## src/sv/pdfc_pkg.sv

```systemverilog
`default_nettype none

package pdfc_pkg;

  localparam int unsigned LIMIT_W = 17;
  localparam logic [LIMIT_W-1:0] HARD_CAP = 17'd70000;
  localparam logic [LIMIT_W-1:0] LIMIT_RESET = 17'd1024;

  localparam logic [7:0] TYPE_DATA = 8'h01;
  localparam logic [7:0] TYPE_CONNECT = 8'h02;
  localparam logic [7:0] TYPE_ATTACH = 8'h03;
  localparam logic [7:0] TYPE_DETACH = 8'h04;

  localparam logic KIND_BYTE = 1'b0;
  localparam logic KIND_LINK_LOST = 1'b1;

  typedef enum logic [2:0] {
    PH_TYPE = 3'd0,
    PH_LEN0 = 3'd1,
    PH_LEN1 = 3'd2,
    PH_LEN2 = 3'd3,
    PH_LEN3 = 3'd4,
    PH_DATA = 3'd5,
    PH_SUM  = 3'd6
  } phase_t;

  typedef enum logic [1:0] {
    ST_PAYLOAD  = 2'd0,
    ST_OK       = 2'd1,
    ST_CSUM_ERR = 2'd2,
    ST_LEN_ERR  = 2'd3
  } status_t;

  typedef struct packed {
    status_t    status;
    logic [7:0] payload_byte;
    logic [7:0] frame_type;
    logic       link_connected;
    logic       send_ack;
  } pdfc_result_t;

endpackage

`default_nettype wire

```

## src/sv/pdfc_parser.sv

```systemverilog
`default_nettype none

module pdfc_parser
  import pdfc_pkg::*;
(
  input  wire logic               clk,
  input  wire logic               rst,
  input  wire logic               step,
  input  wire logic               kind,
  input  wire logic [7:0]         rx_byte,
  input  wire logic [LIMIT_W-1:0] limit,
  output logic                    res_valid,
  output pdfc_result_t            res,
  output logic                    conn_flag
);

  phase_t             phase, phase_next;
  logic [7:0]         type_reg, type_reg_next;
  logic [23:0]        length_acc, length_acc_next;
  logic [LIMIT_W-1:0] bytes_left, bytes_left_next;
  logic [7:0]         running_sum, running_sum_next;
  logic               conn_next;

  logic [7:0]         sum_plus;
  logic [31:0]        full_len;
  logic [LIMIT_W-1:0] left_dec;

  assign sum_plus = running_sum + rx_byte;
  assign full_len = {rx_byte, length_acc};
  assign left_dec = bytes_left - LIMIT_W'(1);

  always_ff @(posedge clk) begin
    if (rst) begin
      phase       <= PH_TYPE;
      type_reg    <= 8'd0;
      length_acc  <= 24'd0;
      bytes_left  <= '0;
      running_sum <= 8'd0;
      conn_flag   <= 1'b0;
    end else if (step) begin
      phase       <= phase_next;
      type_reg    <= type_reg_next;
      length_acc  <= length_acc_next;
      bytes_left  <= bytes_left_next;
      running_sum <= running_sum_next;
      conn_flag   <= conn_next;
    end
  end

  always_comb begin
    phase_next       = phase;
    type_reg_next    = type_reg;
    length_acc_next  = length_acc;
    bytes_left_next  = bytes_left;
    running_sum_next = running_sum;
    conn_next        = conn_flag;
    res_valid        = 1'b0;
    res.status       = ST_PAYLOAD;
    res.payload_byte = 8'd0;
    res.send_ack     = 1'b0;

    if (kind == KIND_LINK_LOST) begin
      phase_next       = PH_TYPE;
      type_reg_next    = 8'd0;
      length_acc_next  = 24'd0;
      bytes_left_next  = '0;
      running_sum_next = 8'd0;
      conn_next        = 1'b0;
    end else begin
      case (phase)
        PH_LEN0: begin
          length_acc_next[7:0] = rx_byte;
          running_sum_next     = sum_plus;
          phase_next           = PH_LEN1;
        end
        PH_LEN1: begin
          length_acc_next[15:8] = rx_byte;
          running_sum_next      = sum_plus;
          phase_next            = PH_LEN2;
        end
        PH_LEN2: begin
          length_acc_next[23:16] = rx_byte;
          running_sum_next       = sum_plus;
          phase_next             = PH_LEN3;
        end
        PH_LEN3: begin
          running_sum_next = sum_plus;
          if (full_len > {{(32-LIMIT_W){1'b0}}, limit}) begin
            res_valid  = 1'b1;
            res.status = ST_LEN_ERR;
            phase_next = PH_TYPE;
          end else begin
            bytes_left_next = full_len[LIMIT_W-1:0];
            phase_next      = (full_len[LIMIT_W-1:0] == '0) ? PH_SUM : PH_DATA;
          end
        end
        PH_DATA: begin
          running_sum_next = sum_plus;
          bytes_left_next  = left_dec;
          if (left_dec == '0) begin
            phase_next = PH_SUM;
          end
          if (type_reg == TYPE_DATA) begin
            res_valid        = 1'b1;
            res.status       = ST_PAYLOAD;
            res.payload_byte = rx_byte;
          end
        end
        PH_SUM: begin
          phase_next = PH_TYPE;
          res_valid  = 1'b1;
          if (rx_byte != running_sum) begin
            res.status = ST_CSUM_ERR;
          end else begin
            res.status = ST_OK;
            if (type_reg == TYPE_CONNECT) begin
              conn_next    = 1'b1;
              res.send_ack = 1'b1;
            end else if (type_reg == TYPE_ATTACH) begin
              conn_next = 1'b1;
            end else if (type_reg == TYPE_DETACH) begin
              conn_next = 1'b0;
            end
          end
        end
        default: begin
          // type byte; the spare phase code lands here too
          type_reg_next    = rx_byte;
          running_sum_next = rx_byte;
          length_acc_next  = 24'd0;
          bytes_left_next  = '0;
          phase_next       = PH_LEN0;
        end
      endcase
    end

    res.frame_type     = type_reg;
    res.link_connected = conn_next;
  end

endmodule

`default_nettype wire

```

## src/sv/packet_deframer_with_checksum.sv

```systemverilog
// Type-length-value frame parser with an 8-bit sum checksum.
// Input channel (in_valid/in_stall): one transaction per received byte
// (kind = 0) or link-lost event (kind = 1). Output channel
// (out_valid/out_stall): at most one result per input transaction: a
// payload byte of a type-1 frame, frame ok, checksum error, or length too
// large (reported on the last length byte).
// Config channel (cfg_valid/cfg_ready): writes max_payload; always ready,
// values above 70000 are stored as 70000. Write only while idle.
// A result passes from the input register, which takes its input at the
// accepting edge, to the output register, which the parser step loads
// from it unless the output is blocked.
// Throughput: one input transaction per cycle while the output is not
// stalled; a type byte may follow the previous frame's last byte directly.
// Reset (rst, synchronous): parser waits for a type byte, link flag clear,
// max_payload = 1024, both pipeline registers empty.
// A stall on the output holds the result; the input register then fills
// and in_stall rises until the result is taken.
`default_nettype none

module packet_deframer_with_checksum
  import pdfc_pkg::*;
(
  input  wire logic               clk,
  input  wire logic               rst,
  input  wire logic               in_valid,
  output logic                    in_stall,
  input  wire logic               kind,
  input  wire logic [7:0]         rx_byte,
  output logic                    out_valid,
  input  wire logic               out_stall,
  output logic [1:0]              status,
  output logic [7:0]              payload_byte,
  output logic [7:0]              frame_type,
  output logic                    link_connected,
  output logic                    send_ack,
  input  wire logic               cfg_valid,
  output logic                    cfg_ready,
  input  wire logic [LIMIT_W-1:0] cfg_data
);

  logic               s1_valid;
  logic               s1_kind;
  logic [7:0]         s1_byte;
  logic               out_blocked;
  logic               proc;
  logic [LIMIT_W-1:0] payload_limit;
  logic               res_valid;
  pdfc_result_t       res;
  pdfc_result_t       out_q;
  logic               conn_flag;

  assign out_blocked = out_valid && out_stall;
  assign proc        = s1_valid && !out_blocked;
  assign in_stall    = s1_valid && out_blocked;
  assign cfg_ready   = 1'b1;

  always_ff @(posedge clk) begin
    if (rst) begin
      payload_limit <= LIMIT_RESET;
    end else if (cfg_valid && cfg_ready) begin
      payload_limit <= (cfg_data > HARD_CAP) ? HARD_CAP : cfg_data;
    end
  end

  // input register
  always_ff @(posedge clk) begin
    if (rst) begin
      s1_valid <= 1'b0;
    end else if (!in_stall) begin
      s1_valid <= in_valid;
    end
  end

  always_ff @(posedge clk) begin
    if (in_valid && !in_stall) begin
      s1_kind <= kind;
      s1_byte <= rx_byte;
    end
  end

  pdfc_parser u_parser (
    .clk       (clk),
    .rst       (rst),
    .step      (proc),
    .kind      (s1_kind),
    .rx_byte   (s1_byte),
    .limit     (payload_limit),
    .res_valid (res_valid),
    .res       (res),
    .conn_flag (conn_flag)
  );

  // result register
  always_ff @(posedge clk) begin
    if (rst) begin
      out_valid <= 1'b0;
    end else if (proc && res_valid) begin
      out_valid <= 1'b1;
    end else if (!out_stall) begin
      out_valid <= 1'b0;
    end
  end

  always_ff @(posedge clk) begin
    if (proc && res_valid) begin
      out_q <= res;
    end
  end

  assign status         = out_q.status;
  assign payload_byte   = out_q.payload_byte;
  assign frame_type     = out_q.frame_type;
  assign link_connected = out_q.link_connected;
  assign send_ack       = out_q.send_ack;

  a_ack_good_connect: assert property (@(posedge clk) disable iff (rst)
    out_valid && send_ack |-> status == ST_OK && frame_type == TYPE_CONNECT && link_connected)
    else $error("ack without a good connect frame");

  a_link_lost_clears: assert property (@(posedge clk) disable iff (rst)
    proc && s1_kind == KIND_LINK_LOST |=> !conn_flag)
    else $error("link flag survived a link-lost event");

  a_stall_only_full: assert property (@(posedge clk) disable iff (rst)
    in_stall |-> s1_valid && out_valid)
    else $error("input stalled with room in the pipeline");

endmodule

`default_nettype wire

```

## config.mk

```make
export PLATFORM = sky130hd
export DESIGN_NAME = packet_deframer_with_checksum
export DESIGN_NICKNAME = d
export VERILOG_FILES = /design/src/sv/pdfc_pkg.sv /design/src/sv/pdfc_parser.sv /design/src/sv/packet_deframer_with_checksum.sv
export SDC_FILE = /design/constraint.sdc
export NUM_CORES = 1
export LEC_CHECK = 0
export ABC_AREA = 1
export BUFFER_PORTS_ARGS = -buffer_cell sky130_fd_sc_hd__buf_2
export CORE_ASPECT_RATIO = 1.4
export CORE_MARGIN = 2
export CORE_UTILIZATION = 45
export DETAILED_ROUTE_END_ITERATION = 10
export HOLD_SLACK_MARGIN = 0.06
export SLEW_MARGIN = 25
export SYNTH_ARGS = -nofsm -noshare
export SYNTH_HDL_FRONTEND = slang
export SYNTH_SLANG_ARGS = --single-unit
```

## constraint.sdc

```tcl
create_clock -name clk -period 4.7 [get_ports clk]
set_input_delay 0.235 -clock clk [delete_from_list [all_inputs] [get_ports clk]]
set_output_delay 0.235 -clock clk [all_outputs]
set_load 0.05 [all_outputs]
```

Word-level counts from Yosys, hierarchy flattened. Index checks and enable logic that the tools add are counted.

Word-level logic and storage cells: 102. Memory bits (writable): 0. Output and inout bits: 23. Bits in registers: 109. Memories kept: 0. Bits in read-only memories: 0. Input port bits: 31. Latch bits: 0.

Divide/modulo/power cells: 0. Bitwise logic cells: 3. Magnitude comparators: 2. Shifts and indexed selects: 0. Equal/unequal tests: 20. Reduce and logical (&&, ||, !) cells: 24. $mul: 0. Muxes and demuxes: 33. Add/subtract/negate cells: 2.

Operator list (count): $pmux W8 S2 (4); $mux W17 (3); $pmux W17 S3 (1); $logic_not A17 Y1 (2); $gt A32 B17 Y1 (1); $mux W24 (1); $mux W8 (3); $reduce_or A5 Y1 (4); $pmux W3 S6 (1); $gt A17 B17 Y1 const B (1); $sub A17 B1 Y17 const B (1); $eq A8 B2 Y1 const B (2); $mux W1 (12); $ne A2 B1 Y1 const B (6); $reduce_and A2 Y1 (6); $eq A3 B3 Y1 const B (3); $mux W3 (3); $add A8 B8 Y8 (1); $eq A8 B1 Y1 const B (1); $eq A8 B3 Y1 const B (1); $ne A8 B8 Y1 (1); $eq A3 B2 Y1 const B (2); $mux W2 (3); $pmux W2 S3 (1); 12 further kinds (20).

Depth between registers and ports, before layout. Gate-level depths: netlist of the first run.

Depth in word-level cells: 7. Mapped depth: 19. Gate-level depth less buffers: 19.

Modules after synthesis. From an unflattened synthesis of the first run, not the netlist that was laid out.

Cell total of the unflattened synthesis: 777. Area, all modules: 5933.2 um^2.

By module, submodules not included: pdfc_parser (area each 4157.7 um^2, sequential area each 1221.2 um^2, cells an instance 628, times used 1); packet_deframer_with_checksum (area each 1775.5 um^2, sequential area each 1251.2 um^2, cells an instance 149, times used 1).

Least setup slack after synthesis of the first run. OpenSTA, ideal clock, no wires.

Path kind: reg2reg. Start: register payload_limit[15]. End: register out_q, in the netlist frame_type[0] (enable). Data required time: 4.325 ns. Path buffers: 0. Stages on the path, launching flop included: 15. Arrival: 1.757 ns. Path slack: 2.568 ns. Period minus slack after synthesis: 2.132 ns. Setup time: 0.375 ns. Cells stage by stage: dfxtp_1 inv_1 ha_1 nand2_1 nor2_1 nand2_1 inv_1 nand2_1 nand2_1 nand2_1 nand2_2 nand3_1 nand3_1 nand3_1 inv_1.

Longest elaborated chain between the ends: 5.

Ends and longest elaborated chain: from (decl) (line packet_deframer_with_checksum.sv:46) `logic [LIMIT_W-1:0] payload_limit;`; from (signal assigned) (line packet_deframer_with_checksum.sv:61) `payload_limit <= (cfg_data > HARD_CAP) ? HARD_CAP : cfg_data;`; $gt A32 B17 Y1 (line pdfc_parser.sv:88) `if (full_len > {{(32-LIMIT_W){1'b0}}, limit}) begin`; $mux W1 (line pdfc_parser.sv:88); $pmux W1 S3 (line pdfc_parser.sv:70) `case (phase)`; $mux W1 (line pdfc_parser.sv:62) `if (kind == KIND_LINK_LOST) begin`; $logic_and A1 B1 Y1 (line packet_deframer_with_checksum.sv:105) `if (proc && res_valid) begin`; to (signal assigned) (line packet_deframer_with_checksum.sv:106) `out_q <= res;`; to (decl) (line packet_deframer_with_checksum.sv:49) `pdfc_result_t out_q;`.

Every way passes these cells. A chain may end at the register's enable or synchronous reset.

Final worst setup path of the first run.
Start: register u_parser.type_reg[7]. End: register out_q, in the netlist payload_byte[6] (enable).

Longest elaborated chain between the ends: 5.

Ends and longest elaborated chain: from (decl) (line pdfc_parser.sv:18) `logic [7:0] type_reg, type_reg_next;`; from (signal assigned) (line pdfc_parser.sv:42) `type_reg <= type_reg_next;`; $eq A8 B1 Y1 (line pdfc_parser.sv:103) `if (type_reg == TYPE_DATA) begin`; $mux W1 (line pdfc_parser.sv:103); $pmux W1 S3 (line pdfc_parser.sv:70); $mux W1 (line pdfc_parser.sv:62); $logic_and A1 B1 Y1 (line packet_deframer_with_checksum.sv:105).

Every way passes these cells.

==> results of run 1 <==
## final timing paths
check                                                          start                              endpoint  slack, ps  cells past startpoint
worst min register to register  u_parser.length_acc[18]$_SDFFE_PP0P_  u_parser.length_acc[18]$_SDFFE_PP0P_        470                      2
worst min-delay path                                        in_valid                 s1_valid$_SDFFE_PP0N_        150                      3
worst max register to register     u_parser.type_reg[7]$_SDFFE_PP0P_         payload_byte[6]$_SDFFCE_PP0P_       2210                      7
worst max-delay path               u_parser.type_reg[7]$_SDFFE_PP0P_         payload_byte[6]$_SDFFCE_PP0P_       2210                      7
## layer usage
| metal | vias to the layer above | wire [microns] | share of wire (%) |
|---|---|---|---|
| li1 | 2699 | - | - |
| met1 | 2478 | 6225 | 41 |
| met2 | 136 | 7986 | 52 |
| met3 | 34 | 573 | 3.8 |
| met4 | 0 | 437 | 2.9 |
| met5 | - | 0 | 0 |
## cell families (layout without fill, tap and decap cells)
group	count (synthesis)	after routing	synth area share, %
other	1	1	0.06339
flip-flops	109	109	41.79
adder cells (fa/ha/maj)	27	27	5.838
XOR/XNOR	5	5	0.7404
buffers and inverters	131	187	9.708
AO/OA/AOI/OAI	174	174	16.58
AND/OR/NAND/NOR	326	326	25.27
## cell type report
type / instances / area share, %
Tap cell: 153 / 2.907
Multi-Input combinational cell: 533 / 43.56
Sequential cell: 109 / 37.54
Timing Repair Buffer: 62 / 5.433
Inverter: 109 / 6.250
Clock buffer: 9 / 3.419
Clock inverter: 7 / 0.8929
## placed cells by master, fill, tap and decap left out, types with 4 or more instances in the layout
master	count
nor4_1	9
ha_1	26
a21oi_1	83
a211oi_1	12
o22ai_1	4
inv_1	92
dlygate4sd3_1	9
o21ai_0	43
a22oi_1	6
o21ai_1	6
nand3_1	50
nand4_1	11
a31oi_1	9
nor2_1	70
clkinv_4	4
edfxtp_1	29
nand2_1	147
clkbuf_16	9
inv_2	16
buf_2	52
nor2_2	14
dfxtp_1	80
nor3_1	5
## metrics by stage
step           worst slack [ps]  std cells  hold slack [ps]
2_1_floorplan              2568        773            333.9
3_3_place_gp               2224        957            411.6
3_5_place_dp               2184        957            413.1
4_1_cts                    2179        982            140.6
5_1_grt                    1900        982            159.6
6_report                   2209        982            150.1
## worst max-delay path, cell delays in order, from the launching register on
cell     delay, ps
dfxtp_1        330
nor4_1         410
nand2_1        120
inv_1           70
nand4_1        300
nand3_1        200
nand3_1        100
inv_1          590
## power groups by stage
| stage | Clock (mW) | Combinational [mW] | Sequential [mW] |
|---|---|---|---|
| 3_5_place_dp | 0 | 0.329 | 1.06 |
| 5_1_grt | 0.787 | 0.384 | 1.04 |
| 3_3_place_gp | 0 | 0.323 | 1.06 |
| 4_1_cts | 0.746 | 0.336 | 1.04 |
| 6_report | 0.730 | 0.337 | 1.04 |
| 2_1_floorplan | 0 | 0.256 | 1.04 |
==> results.json, run 1 <==
{
  "cts.sink_count": 109,
  "reg.largest.list": "u_parser.length_acc (24), payload_limit (17), u_parser.bytes_left (17)",
  "via_per_inst": 5.445,
  "die_area_sq_um": 14090,
  "status": "complete, no violations",
  "slew_viol_final": 0,
  "port_buffers": 52,
  "cts_buffers": 9,
  "antenna_found_initial": 0,
  "worstMarginPinSlew_ps": 953.8,
  "cts_tree": "yes",
  "p_clk_share_pct": 34.7,
  "critPathKind": "reg2reg",
  "start_util_pct": 45.95,
  "cp-end-kind": "register",
  "combPwrFrac_pct": 16.0,
  "start_kind": "register",
  "arrival_ps": 2480,
  "clkTransAtPathRegs_ps": 80,
  "drt-initial-drc-count": 202,
  "synth_common_cells": "nand2_1 (147), inv_1 (92), a21oi_1 (83)",
  "power.switching_mw": 0.6225,
  "drc": 0,
  "place_congestion": 0.8874,
  "core.rowCount": 49,
  "swShare_pct": 29.56,
  "power_mw": 2.106,
  "syn_inst": 773,
  "cts_hold_buf": 9,
  "synth_top_area_cell": "dfxtp_1",
  "first_pass_iters": 6,
  "powerDensity_nw_per_um2": 319.7,
  "clockBufferDepth": 2,
  "max_flop_register": "u_parser.length_acc",
  "postRouteAntennaNets": 0,
  "grt_max_degree": 54,
  "fp.dieW_microns": 100.9,
  "worstPathRequired_ps": 4690,
  "hp-class": "in2reg",
  "setup_viol": 0,
  "synth_area_sq_um": 5916,
  "overflow": 0,
  "core_area_sq_um": 12870,
  "skew_ps": 9.127,
  "grt_pass1_wl_mm": 24.64,
  "clock_latency_ps": 360,
  "utilization_pct": 51.16,
  "area_delta_synth_final_pct": 11.34,
  "antenna_cells": 0,
  "grt_pass1_vias": 5191,
  "ir_drop_v": 0.0001691,
  "synth_cell_types": 50,
  "htreeDepth": 3,
  "placed_area_sq_um": 6212,
  "avgSynthCellArea_sq_um": 7.653,
  "synthTopCellsByArea": "dfxtp_1 (27%), edfxtp_1 (15%), nand2_1 (9.3%)",
  "crit_fanout": 20,
  "ctsResizeCount": 0,
  "synth_flop_cell": "dfxtp_1",
  "yosys_warnings": 0,
  "netlist.area_leader.share_pct": 27.07,
  "finalHoldViolCount": 0,
  "nets": 882,
  "layout.area.seq_sq_um": 2472,
  "async_reset_ff_share_pct": 0,
  "yosys.cell_count.top_type": "nand2_1",
  "fillers": 1236,
  "p_leak_nw": 2.842,
  "slew_headroom_pct": 35.99,
  "synth-edff-count": 29,
  "grtUsageMet2_pct": 40.04,
  "internal-power_mw": 1.483,
  "vias": 5347,
  "drt_wl_total_mm": 15.22,
  "pin_count": 54,
  "fin_setup_tns_ps": 0,
  "postCtsSetupBuffers": 0,
  "largest_reg_flops": 24,
  "finalCriticalPeriod_ps": 2491,
  "rsz0062_at_grt": "false",
  "min_period_over_period_pct": 53.00,
  "use_met3_pct": 3.415,
  "ys_seq_area_share_pct": 41.79,
  "hpwlAfterDp_mm": 11.27,
  "syn-num-nets": 831,
  "die_h_microns": 139.7,
  "met1_usage_pct": 25.84,
  "drv_cap": 0,
  "busiest_layer": "met2",
  "drive_above_1_share_pct": 14.35,
  "grt_use_total_pct": 22.36,
  "yosys_register_bits": 109,
  "wl_per_cell_microns": 15.50,
  "seq_power_share_pct": 49.3,
  "multiInputGateArea_sq_um": 2869,
  "timing.fmax_mhz": 401.4,
  "cts_root_buf": "clkbuf_16",
  "stdcell_area_sq_um": 6586
}
(Power assumes the default switching activity.)
==> run 2: changes to the inputs <==
Settings changed: PLACE_DENSITY set to 0.66.
Clock period 4.7 ns to 2.1 ns, I/O delays scaled along.
==> results.json, run 2 (synthesis gave the netlist of run 1 again) <==
{
  "critical-path-top-delay-family": "simple AND/OR/NAND/NOR gates",
  "cts_buffers": 9,
  "antenna_cells": 0,
  "die_h_microns": 139.7,
  "grt_pass1_wl_mm": 26.36,
  "min_period_over_period_pct": 101.0,
  "clkTransAtPathRegs_ps": 70,
  "placed_area_sq_um": 6484,
  "arrival_ps": 2250,
  "setup_viol": 8,
  "layout_common_cells": "nand2_1 (142), inv_1 (84), a21oi_1 (80)",
  "cpMostUsedCell": "nand3_2",
  "drt_wl_total_mm": 16.37,
  "violations": "negative setup slack",
  "cts_tree": "yes",
  "port_buffers": 52,
  "antenna_found_initial": 0,
  "crit_fanout": 5,
  "overflow": 0,
  "wl_per_cell_microns": 15.74,
  "status": "finished, violations left",
  "cp-end-kind": "register",
  "cp_slowest_cell": "edfxtp_1",
  "max_stage_delay_ps": 400,
  "finalCriticalPeriod_ps": 2121,
  "fin_ws_ps": -20.89,
  "finalHoldViolCount": 0,
  "fillers": 1202,
  "cp_num_buf_inv": 4,
  "critPathKind": "reg2reg",
  "cts.sink_count": 109,
  "grt_use_total_pct": 23.58,
  "clock_latency_ps": 360,
  "start_util_pct": 45.95,
  "fp.dieW_microns": 100.9,
  "skew_ps": 11.73,
  "slew_headroom_pct": 60.57,
  "ir_drop_v": 0.0004700,
  "grt_max_degree": 53,
  "drc": 0,
  "pin_count": 54,
  "p_leak_nw": 3.160,
  "via_per_inst": 5.425,
  "core_area_sq_um": 12870,
  "largest_reg_flops": 24,
  "final_common_cell": "nand2_1",
  "area_delta_synth_final_pct": 25.30,
  "reg.largest.list": "u_parser.length_acc (24), payload_limit (17), u_parser.bytes_left (17)",
  "crit_chain": "buf_4, nor4_1, nand2_2, nor2_2, nand2_1, nand3_2, nand3_2, nand3_2, clkinvlp_4, buf_12, clkbuf_16",
  "first_pass_iters": 7,
  "postRouteAntennaNets": 0,
  "nets": 940,
  "start_kind": "register",
  "drt-initial-drc-count": 320,
  "timing.fmax_mhz": 471.5,
  "max_flop_register": "u_parser.length_acc",
  "hp-class": "in2reg",
  "place_congestion": 0.8861,
  "slew_viol_final": 0,
  "hpwlAfterDp_mm": 11.75,
  "drv_cap": 0,
  "vias": 5642,
  "htreeDepth": 3,
  "worstMarginPinSlew_ps": 591.4,
  "drive_above_1_share_pct": 24.92,
  "hold_ws_ps": 57.80,
  "stdcell_area_sq_um": 7412,
  "die_area_sq_um": 14090,
  "powerDensity_nw_per_um2": 674.9,
  "core.rowCount": 49,
  "rsz0062_at_grt": "true",
  "clockBufferDepth": 2,
  "worstPathRequired_ps": 2230,
  "cts_root_buf": "clkbuf_16",
  "grt_pass1_vias": 5622
}
## run 2: worst paths after layout
| kind | start | to | slack [ps] | cells after the start |
|---|---|---|---|---|
| worst max-delay path | s1_byte[4]$_DFFE_PP_ | frame_type[3]$_DFFE_PP_ | -20 | 11 |
| worst max register to register | s1_byte[4]$_DFFE_PP_ | frame_type[3]$_DFFE_PP_ | -20 | 11 |
| worst min-delay path | cfg_data[14] | payload_limit[14]$_SDFFE_PP0P_ | 60 | 3 |
| worst min register to register | u_parser.type_reg[1]$_SDFFE_PP0P_ | frame_type[1]$_DFFE_PP_ | 460 | 0 |
## run 2: final cells by class
class | count | area [sq um] | area share (%)
inverter | 109 | 420.4 | 5.672
sequential | 109 | 2494 | 33.64
clock buffer | 9 | 225.2 | 3.038
multi-input combinational | 533 | 3099 | 41.81
timing repair buffer | 120 | 899.6 | 12.14
tap | 153 | 191.4 | 2.583
clock inverter | 7 | 82.58 | 1.114
## run 2: worst reg2reg max path, cell delays in order (launching register included)
cell        delay, ps
edfxtp_1          400
buf_4             150
nor4_1            270
nand2_2           120
nor2_2            140
nand2_1           130
nand3_2           120
nand3_2            70
nand3_2            90
clkinvlp_4        120
buf_12            140
clkbuf_16         150
## run 2: metal layers
| metal | global-route usage [%] | vias up | wire length [microns] |
|---|---|---|---|
| met5 | 0 | - | 0 |
| met1 | 25.76 | 2656 | 6304 |
| met4 | 10.67 | 0 | 541 |
| met2 | 43.58 | 138 | 8933 |
| li1 | - | 2812 | - |
| met3 | 3.867 | 36 | 587 |
## run 2: timing repair
item | 4_1_cts | 5_1_grt
setup buffers | 6 | 6
hold buffers | 22 | 0
gates resized for setup | 25 | 52
hold endpoints to repair | 22 | 0
setup endpoints to repair | 20 | 57
cloned | 1 | 1
pin swaps | 11 | 19
## run 2: power breakdown
group	total, mW	internal, mW	switching [mW]
registers	2.33	2.24	0.0846
clock network	1.76	0.942	0.821
logic	0.911	0.354	0.557
## run 2: through the flow
stage / std cells / total power [mW] / TNS (ps) / setup WS [ps] / utilization (%)
finish: 1040 / 5.003 / -98.47 / -20.89 / 57.57
global route: 1040 / 5.246 / -2600 / -127.5 / 57.57
CTS: 1034 / 4.978 / -170.6 / -18.55 / 55.98
detailed placement: 989 / 3.148 / -1170 / -59.32 / 50.36
global placement: 989 / 3.125 / 0 / 25.90 / 50.36
floorplan: 773 / 2.910 / 0 / 73.27 / -
==> run 3: changes to the inputs <==
Settings changed: BUFFER_PORTS_ARGS -buffer_cell sky130_fd_sc_hd__buf_2 to unset, DONT_BUFFER_PORTS set to 1, PLACE_DENSITY 0.66 to unset.
==> results.json, run 3 (synthesis gave the netlist of run 1 again) <==
{
  "status": "finished, violations left",
  "violations": "negative setup slack",
  "drv_cap": 0,
  "r2r_start": "payload_limit[15]$_SDFFE_PP0P_",
  "cp_slowest_cell": "dfxtp_2",
  "via_per_inst": 5.465,
  "fin_ws_ps": -40.37,
  "power_mw": 4.943,
  "drc": 0,
  "wl_per_cell_microns": 16.29,
  "vias": 5542,
  "rsz0062_at_grt": "true",
  "ir_drop_v": 0.0005413,
  "met1_usage_pct": 26.79,
  "core.rowCount": 49,
  "start_util_pct": 45.95,
  "die_area_sq_um": 14090,
  "grt_pass1_vias": 5448,
  "crit_start": "payload_limit[15]$_SDFFE_PP0P_",
  "min_from": "cfg_valid",
  "grt_pass1_wl_mm": 26.24,
  "grtUsageMet2_pct": 43.51,
  "utilization_pct": 57.21,
  "drt-initial-drc-count": 266,
  "p_leak_nw": 3.028,
  "largest_reg_flops": 24,
  "grt_max_degree": 53,
  "worstMarginPinSlew_ps": 846.4,
  "cts_tree": "yes",
  "critical-path-top-delay-family": "simple AND/OR/NAND/NOR gates",
  "busiest_layer": "met2",
  "worstPathRequired_ps": 2220,
  "layoutNonFillerInstCount": 1014,
  "clkTransAtPathRegs_ps": 80,
  "slew_headroom_pct": 43.51,
  "htreeDepth": 3,
  "nets": 914,
  "cts.sink_count": 109,
  "antenna_cells": 0,
  "final_common_cell": "nand2_1",
  "area_delta_synth_final_pct": 24.51,
  "fp.dieW_microns": 100.9,
  "core_area_sq_um": 12870,
  "drive_above_1_share_pct": 20.09,
  "start_kind": "register",
  "postRouteAntennaNets": 0,
  "hpwlAfterDp_mm": 11.89,
  "antenna_found_initial": 0,
  "hp-class": "in2reg",
  "skew_ps": 8.825,
  "timing.fmax_mhz": 467.2,
  "grt_use_total_pct": 23.35,
  "powerDensity_nw_per_um2": 671.1,
  "fillers": 1153,
  "clockBufferDepth": 2,
  "cpMostUsedCell": "nand3_2",
  "pin_count": 54,
  "port_buffers": 0,
  "max_stage_delay_ps": 330,
  "place_congestion": 0.8761,
  "cts_root_buf": "clkbuf_16",
  "cts_buffers": 9,
  "setup_viol": 20,
  "overflow": 0,
  "critPathKind": "reg2reg",
  "arrival_ps": 2260,
  "place_inst": 946,
  "crit_chain": "inv_1, ha_1, nand2_1, nor2_2, buf_4, a21oi_2, nand2_2, nand2_2, nand2_4, nand3_2, nand3_2, nand3_2, clkinvlp_4, clkbuf_16",
  "clock_latency_ps": 350,
  "finalHoldViolCount": 0,
  "finalCriticalPeriod_ps": 2140,
  "min_period_over_period_pct": 101.9,
  "layout_common_cells": "nand2_1 (141), inv_1 (85), a21oi_1 (78)",
  "reg.largest.list": "u_parser.length_acc (24), payload_limit (17), u_parser.bytes_left (17)",
  "first_pass_iters": 5,
  "drt_wl_total_mm": 16.51,
  "cp_num_buf_inv": 4,
  "use_met3_pct": 4.018,
  "die_h_microns": 139.7,
  "slew_viol_final": 0,
  "max_flop_register": "u_parser.length_acc",
  "crit_fanout": 5,
  "cp-end-kind": "register"
}
-- run 3: changes by cell type in the layout (fill, tap and decap cells not counted), moves of 2 or more --
cell           before  now
dlygate4sd3_1      22   40
dfxtp_2            17   10
dfxtp_1            63   70
buf_4              39   48
nor4_4              2    0
nor4_2              1    3
buf_2              52    0
o21ai_1            17    9
clkinv_4            2    0
o21ai_0            31   39
inv_6               1    4
a21oi_1            80   78
clkinvlp_4          3    1
-- run 3: worst paths after layout --
check	to	slack, ps	cells after the start
worst max-delay path	frame_type[6]$_DFFE_PP_	-40	14
worst min-delay path	payload_limit[1]$_SDFFE_PP0P_	110	3
worst max register to register	frame_type[6]$_DFFE_PP_	-40	14
worst min register to register	frame_type[6]$_DFFE_PP_	470	0
-- run 3: through the flow --
| step | setup slack (ps) | area [sq um] | hold WS [ps] | TNS [ps] |
|---|---|---|---|---|
| detailed placement | -60.56 | 6291 | 174.8 | -1016 |
| global placement | -73.37 | 6291 | 175.5 | -95.80 |
| CTS | 12.92 | 7042 | 91.72 | 0 |
| finish | -40.37 | 7366 | 114.7 | -565.1 |
| global route | -160.7 | 7366 | 143.4 | -4016 |
| floorplan | 73.27 | 5922 | 203.9 | 0 |
-- run 3: worst register-to-register path: cells and delay by family (launching register included) --
kind | cells | cell delay (ps)
adder cells (fa/ha/maj) | 1 | 320
AND/OR/NAND/NOR | 8 | 590
buffers and inverters | 4 | 550
flip-flops | 1 | 330
AO/OA/AOI/OAI | 1 | 130
-- run 3: repair_timing --
action | 4_1_cts | 5_1_grt
cloned | 0 | 2
pin swaps | 1 | 19
hold buffers | 41 | 0
setup buffers | 0 | 9
endpoints found under the hold margin | 68 | 0
gates resized for setup | 9 | 51
endpoints found under the setup margin | 22 | 44
-- run 3: layout make-up --
type	count	area, sq um	area share [%]
well taps	153	191.4	2.599
multi-input cells	533	3094	42.01
flip-flops and latches	109	2485	33.74
repair buffers	94	875.8	11.89
inverters	109	420.4	5.707
clock buffers	9	225.2	3.058
clock inverters	7	73.82	1.002
-- run 3: where the power goes --
part | switching, mW | leakage, nW | internal [mW]
Clock | 0.856 | 0.148 | 0.851
Combinational | 0.547 | 1.93 | 0.368
Sequential | 0.0792 | 0.953 | 2.24
-- run 3: layer usage --
metal / wire length [microns] / vias to the layer above
li1: - / 2762
met5: 0 / -
met4: 323 / 0
met1: 6561 / 2633
met3: 680 / 22
met2: 8948 / 125
